File: src/sv/s2dww_pkg.sv
`timescale 1ns / 1ps
// Shared types and constants for the separable 2-D window weighting block.
// Depends on nothing; the controller, datapath and top level import it.

package s2dww_pkg;

   // Default sizes, handed down as module parameters from the top level
   localparam int unsigned DEF_MAX_DIM        = 1024;
   localparam int unsigned DEF_SAMPLE_BITS    = 16;
   localparam int unsigned DEF_PHASE_BITS     = 16;
   localparam int unsigned DEF_COS_TABLE_BITS = 10;

   // Register port widths
   localparam int unsigned COUNT_BITS    = 11;
   localparam int unsigned STEP_BITS     = 16;
   localparam int unsigned CSR_DATA_BITS = 16;
   localparam int unsigned CSR_IDX_BITS  = 2;

   // Register reset values
   localparam logic [COUNT_BITS-1:0] RST_ROW_COUNT    = 11'd32;
   localparam logic [COUNT_BITS-1:0] RST_COLUMN_COUNT = 11'd32;
   localparam logic [STEP_BITS-1:0]  RST_ROW_STEP     = 16'd2114;
   localparam logic [STEP_BITS-1:0]  RST_COLUMN_STEP  = 16'd2114;

   // Register indexes
   typedef enum logic [CSR_IDX_BITS-1:0] {
      CSR_ROW_COUNT         = 2'd0,
      CSR_COLUMN_COUNT      = 2'd1,
      CSR_ROW_PHASE_STEP    = 2'd2,
      CSR_COLUMN_PHASE_STEP = 2'd3
   } csr_index_type;

   // Hamming weight in Q1.15: w = (alpha*32768 + 16384 - beta*c) >> 15.
   // The bias holds 17809*32768 plus the rounding half.
   localparam logic signed [31:0] WEIGHT_BIAS = 32'sd583581696;
   localparam logic signed [31:0] BETA_Q15    = 32'sd14959;

   // Commands from the controller to the datapath
   typedef struct packed {
      logic sample_ld;  // capture the accepted word
      logic rom_rd;     // read the cosine ROM
      logic rom_col;    // address the ROM from the column phase
      logic wr_ld;      // register the row weight
      logic wc_ld;      // register the column weight
      logic ww_ld;      // register the product of the two weights
      logic prod_ld;    // register sample times combined weight
      logic commit;     // load the output word and step the counters
   } ctrl_cmd_type;

endpackage

File: src/sv/s2dww_ctrl.sv
`timescale 1ns / 1ps
// Sequencing controller: accepts a word, steps the datapath through the
// lookups and multiplies, and owns the output valid. Uses s2dww_pkg.

module s2dww_ctrl (
   input  logic                     clock,
   input  logic                     reset,
   input  logic                     req_valid,
   output logic                     req_stall,
   output logic                     rsp_valid,
   input  logic                     rsp_stall,
   output s2dww_pkg::ctrl_cmd_type  cmd
);

   import s2dww_pkg::*;

   typedef enum logic [2:0] {
      ST_IDLE,
      ST_ROW_RD,
      ST_ROW_WT,
      ST_COL_RD,
      ST_COL_WT,
      ST_MUL_WW,
      ST_MUL_S,
      ST_COMMIT
   } state_type;

   state_type state_ff, state_in;
   logic      rsp_valid_ff, rsp_valid_in;
   logic      accept;
   logic      out_free;

   assign accept   = req_valid && (state_ff == ST_IDLE);
   assign out_free = !rsp_valid_ff || !rsp_stall;

   // Command decode and next state
   always_comb begin
      cmd          = '0;
      state_in     = state_ff;
      rsp_valid_in = rsp_valid_ff && rsp_stall;
      case (state_ff)
         ST_IDLE: begin
            if (accept) begin
               cmd.sample_ld = 1'b1;
               state_in      = ST_ROW_RD;
            end
         end
         ST_ROW_RD: begin
            cmd.rom_rd = 1'b1;
            state_in   = ST_ROW_WT;
         end
         ST_ROW_WT: begin
            cmd.wr_ld = 1'b1;
            state_in  = ST_COL_RD;
         end
         ST_COL_RD: begin
            cmd.rom_rd  = 1'b1;
            cmd.rom_col = 1'b1;
            state_in    = ST_COL_WT;
         end
         ST_COL_WT: begin
            cmd.wc_ld = 1'b1;
            state_in  = ST_MUL_WW;
         end
         ST_MUL_WW: begin
            cmd.ww_ld = 1'b1;
            state_in  = ST_MUL_S;
         end
         ST_MUL_S: begin
            cmd.prod_ld = 1'b1;
            state_in    = ST_COMMIT;
         end
         ST_COMMIT: begin
            // Wait here only while the previous word is still held
            if (out_free) begin
               cmd.commit   = 1'b1;
               rsp_valid_in = 1'b1;
               state_in     = ST_IDLE;
            end
         end
         default: begin
            state_in = ST_IDLE;
         end
      endcase
   end

   // State and registered output valid
   always_ff @(posedge clock) begin
      if (reset) begin
         state_ff     <= ST_IDLE;
         rsp_valid_ff <= 1'b0;
      end else begin
         state_ff     <= state_in;
         rsp_valid_ff <= rsp_valid_in;
      end
   end

   assign req_stall = (state_ff != ST_IDLE);
   assign rsp_valid = rsp_valid_ff;

endmodule

File: config.mk
export PLATFORM = sky130hd
export DESIGN_NAME = s2dww_ctrl
export DESIGN_NICKNAME = d
export VERILOG_FILES = /design/src/sv/s2dww_pkg.sv /design/src/sv/s2dww_ctrl.sv
export SDC_FILE = /design/constraint.sdc
export NUM_CORES = 1
export LEC_CHECK = 0
export BUFFER_PORTS_ARGS = -buffer_cell sky130_fd_sc_hd__buf_2
export CORE_AREA = 4 4 41 43
export DETAILED_ROUTE_END_ITERATION = 8
export DIE_AREA = 0 0 45 47
export MAX_ROUTING_LAYER = met4
export PLACE_DENSITY = 0.49
export REMOVE_ABC_BUFFERS = 1
export SLEW_MARGIN = 20
export SYNTH_ARGS = -nofsm -noshare
export SYNTH_HDL_FRONTEND = slang
export SYNTH_SLANG_ARGS = --single-unit
File: constraint.sdc
create_clock -name clock -period 1.24 [get_ports clock]
set_input_delay 0.186 -clock clock [delete_from_list [all_inputs] [get_ports clock]]
set_output_delay 0.186 -clock clock [all_outputs]
set_load 0.01 [all_outputs]
* Word-level counts from Yosys, hierarchy flattened
Index checks and enable logic that the tools add are counted.
** Cells by class
- Muxes and demuxes :: 15
- Reduce and logical (&&, ||, !) cells :: 9
- Eq/ne operators :: 9
** Operators by type and width (number)
- 3-bit case mux with 8 select lines :: 1
- 3-bit equality test (second input constant) :: 4
- 1-bit two-way mux :: 12
- 3-bit by 2-bit equality test with 1-bit output (second input constant) :: 2
- 3-bit two-way mux :: 2
- 2-bit inequality test (second input constant) :: 2
- 3-bit by 1-bit equality test with 1-bit output (second input constant) :: 1
- 3-bit zero test :: 1
- 3-bit nonzero test :: 1
- 1-bit logical AND :: 2
- 1-bit zero test :: 2
- 2-bit AND reduction :: 1
- 2-bit OR reduction :: 1
- 1-bit logical OR :: 1
** Storage, ports and cells
- Input bits :: 4
- Word-level logic and storage cells :: 35
- Output and inout port bits :: 10
- Register bits after elaboration :: 4

* Depth between registers and ports, before layout
- Depth after elaboration :: 4
- Depth in mapped cells :: 3
- Gate-level depth less buffers :: 2

* Least setup slack after synthesis
No wires, ideal clock.
- Kind :: flip-flop to output port
- Start point :: reg state_ff[1]
- End point :: out cmd[7] in the netlist's numbering
- Data arrival time :: 0.931 ns
- Cell stages (with the launch flop) :: 3
- Data required time :: 1.054 ns
- Path buffers :: 0
- Setup slack :: 0.123 ns
- Cells stage by stage :: dfxtp_1 > or3_1 > nor2_1
** RTL lines
- from (decl) :: line s2dww_ctrl.sv:28 : state_type state_ff, state_in;
- from (signal assigned) :: line s2dww_ctrl.sv:93 : state_ff <= state_in;
- to (decl) :: line s2dww_ctrl.sv:12 : output s2dww_pkg::ctrl_cmd_type cmd

==> results.yml <==
floorplan:
  num_io_pins: 14
  dieArea_um2: 2120
  start_util_pct: 19.2
  die_height_um: 47
  die_w_um: 45
  rows: 13
  core_area_um2: 1300
global_route:
  track_usage_pct: 7.42
  grt_pass1_wl_mm: 1.07
  antenna_found_initial: 0
  grt_max_degree: 9
  grt_pass1_vias: 254
  grt-ovfl-total: 0
cells_and_area:
  final_layout_size_suffix_gt1_share_pct: 68.6
  utilization_pct: 34.8
  area_growth_syn_to_layout_pct: 81.0
  nNetsFinal: 57
  n_antenna_cell: 0
  num-fill-cells: 151
  multiInputGateArea_um2: 171
  regArea_um2: 91.3
route:
  wirelength_um: 640
  viasPerCell: 4.30
  topRoutingLayerUsed: "met3"
  drc: 0
  drtAntennaViolNets: 0
  met2_length_um: 314
  drt_iter0_drc: 1
  wl_met3_um: 56
  vias: 284
  drt-pass1-iter-count: 4
  routedLengthMet1_um: 269
  wire_per_inst_um: 9.70
synthesis:
  synth_area_per_cell_um2: 8.34
  ys.warnings.count: 0
  syn-instance-count: 30
  ys_seq_area_share_pct: 32.0
  netlist_area_um2: 250
  synth_seq_cells: 4
  synthDistinctLibCells: 18
worst_setup_path:
  setup.worst_path.class: "reg -> out"
  worstPathMaxFanout: 3
  crit_arrival_ns: 1.17
  critical_path_required_ns: 1.05
  cp-end-kind: "output port"
  startpoint_type: "flip-flop"
cts:
  htreeDepth: 1
  numCtsBuffers: 3
  cts.sinks: 4
  cts_buffer_depth: 2
  cts_root_buf: "clkbuf_4"
  insertion_delay_ns: 0.23
  clk_pin_slew_ns: 0.04
  cts_hold_buf: 0
  cts_tree: "yes"
timing:
  min_period_over_period_pct: 109
  hold_slack_ns: 0.160
  finalHoldViolCount: 0
  finalSetupViolations: 7
  rsz0062_at_grt: "yes"
  fmax_ghz: 0.738
  max_slew_margin_pct: 83.4
  worst-slew-pin-transition_ns: 0.249
  tns_ns: -0.414
  fin_skew_ns: 0.00522
  final.setup.worst_slack_ns: -0.116
  final_max_slew_viol_count: 0
  period_needed_ns: 1.36
placed_design:
  routabilityCongestion: 0.720
  io_buffers: 13
  preCtsSetupSlack_ns: 0.106
  hpwlAfterDp_um: 475
run:
  max_cap_violations: 0
pwr:
  vdd_drop_max_mv: 0.625
  power_mw: 0.460
  leakagePower_nw: 0.232
  power_density_nw_per_um2: 1020
outcome:
  violations: "negative setup slack"
  status: "finished with violations"
hold_path:
  hold_class: "in -> reg"
==> worst max-delay path: stages (launching register included) <==
cell and delay, ns:
dfxtp_4 0.33, or3_4 0.38, nor2_1 0.10, buf_2 0.13
==> power by group <==
group          leakage (nW)  internal (mW)  total [mW]  switching (mW)
Sequential           0.0348          0.139       0.154          0.0154
Combinational         0.183         0.0834       0.145          0.0616
Clock                0.0138          0.108       0.161          0.0527
Total                 0.232          0.331       0.460           0.130
==> cell usage after synthesis <==
cell | instances | area share (%)
buf_2 | 2 | 4.0
nor3b_1 | 2 | 6.0
and3b_1 | 2 | 7.0
inv_1 | 1 | 1.5
nor2_1 | 2 | 3.0
or3_1 | 1 | 2.5
nor2b_1 | 2 | 5.0
a2111oi_2 | 1 | 6.0
a31oi_1 | 1 | 2.5
buf_4 | 1 | 3.0
a21oi_1 | 3 | 6.0
o21bai_1 | 1 | 3.0
dfxtp_1 | 4 | 32
nor3_2 | 1 | 4.0
nand3_1 | 2 | 4.0
a211oi_2 | 1 | 5.0
and3_1 | 1 | 2.5
nand2_1 | 2 | 3.0
==> through the flow <==
step                instance area [µm²]  std cells
floorplan                           233         27
global placement                    359         59
detailed placement                  359         59
CTS                                 423         64
global route                        453         66
finish                              453         66
==> registers in the layout, indices dropped and copies added, names as in the netlist <==
name       cells
state_ff       3
rsp_valid      1
==> path summary, 6_finish.rpt <==
path	start	endpoint	slack (ns)	depth (start not counted)
max	state_ff[2]	cmd[7]	-0.12	3
min	reset	state_ff[2]	0.16	2
max reg2reg	state_ff[2]	state_ff[0]	0.11	5
min reg2reg	state_ff[0]	state_ff[0]	0.51	1
==> logic make-up (layout without fill, tap and decap cells) <==
| kind of cell | count (synthesis) | in the layout | synth area share [%] |
|---|---|---|---|
| AOI/OAI and AO/OA | 7 | 7 | 22.5 |
| buffers and inverters | 4 | 25 | 8.50 |
| DFF | 4 | 4 | 32.0 |
| and+or+nand+nor | 15 | 15 | 37.0 |
==> routing by layer <==
| metal | track usage (%) | vias up |
|---|---|---|
| li1 | - | 152 |
| met1 | 7.95 | 124 |
| met2 | 11.3 | 8 |
| met3 | 6.13 | 0 |
| met4 | 0 | 0 |
| met5 | - | - |
==> cell type report <==
type | instances | area share (%)
Clock buffer | 3 | 4.97
Multi-Input combinational cell | 22 | 37.8
Tap cell | 15 | 4.14
Sequential cell | 4 | 20.2
Timing Repair Buffer | 21 | 32.0
Inverter | 1 | 0.829
==> layout by cell type (no fill, tap or decap), types with 2 or more instances in the layout <==
| cell | n |
|---|---|
| nand2_1 | 2 |
| clkbuf_4 | 3 |
| a21oi_1 | 3 |
| and3b_1 | 2 |
| nor3b_2 | 2 |
| buf_4 | 5 |
| nor2b_1 | 2 |
| buf_6 | 2 |
| buf_2 | 13 |
| dfxtp_4 | 3 |
==> repair_timing <==
item,4_1_cts,5_1_grt
endpoints found under the setup margin,9,9
pin swaps,1,2
resized for setup,9,4
setup buffers,2,2
Note: power is estimated with default switching activity, not from simulation.
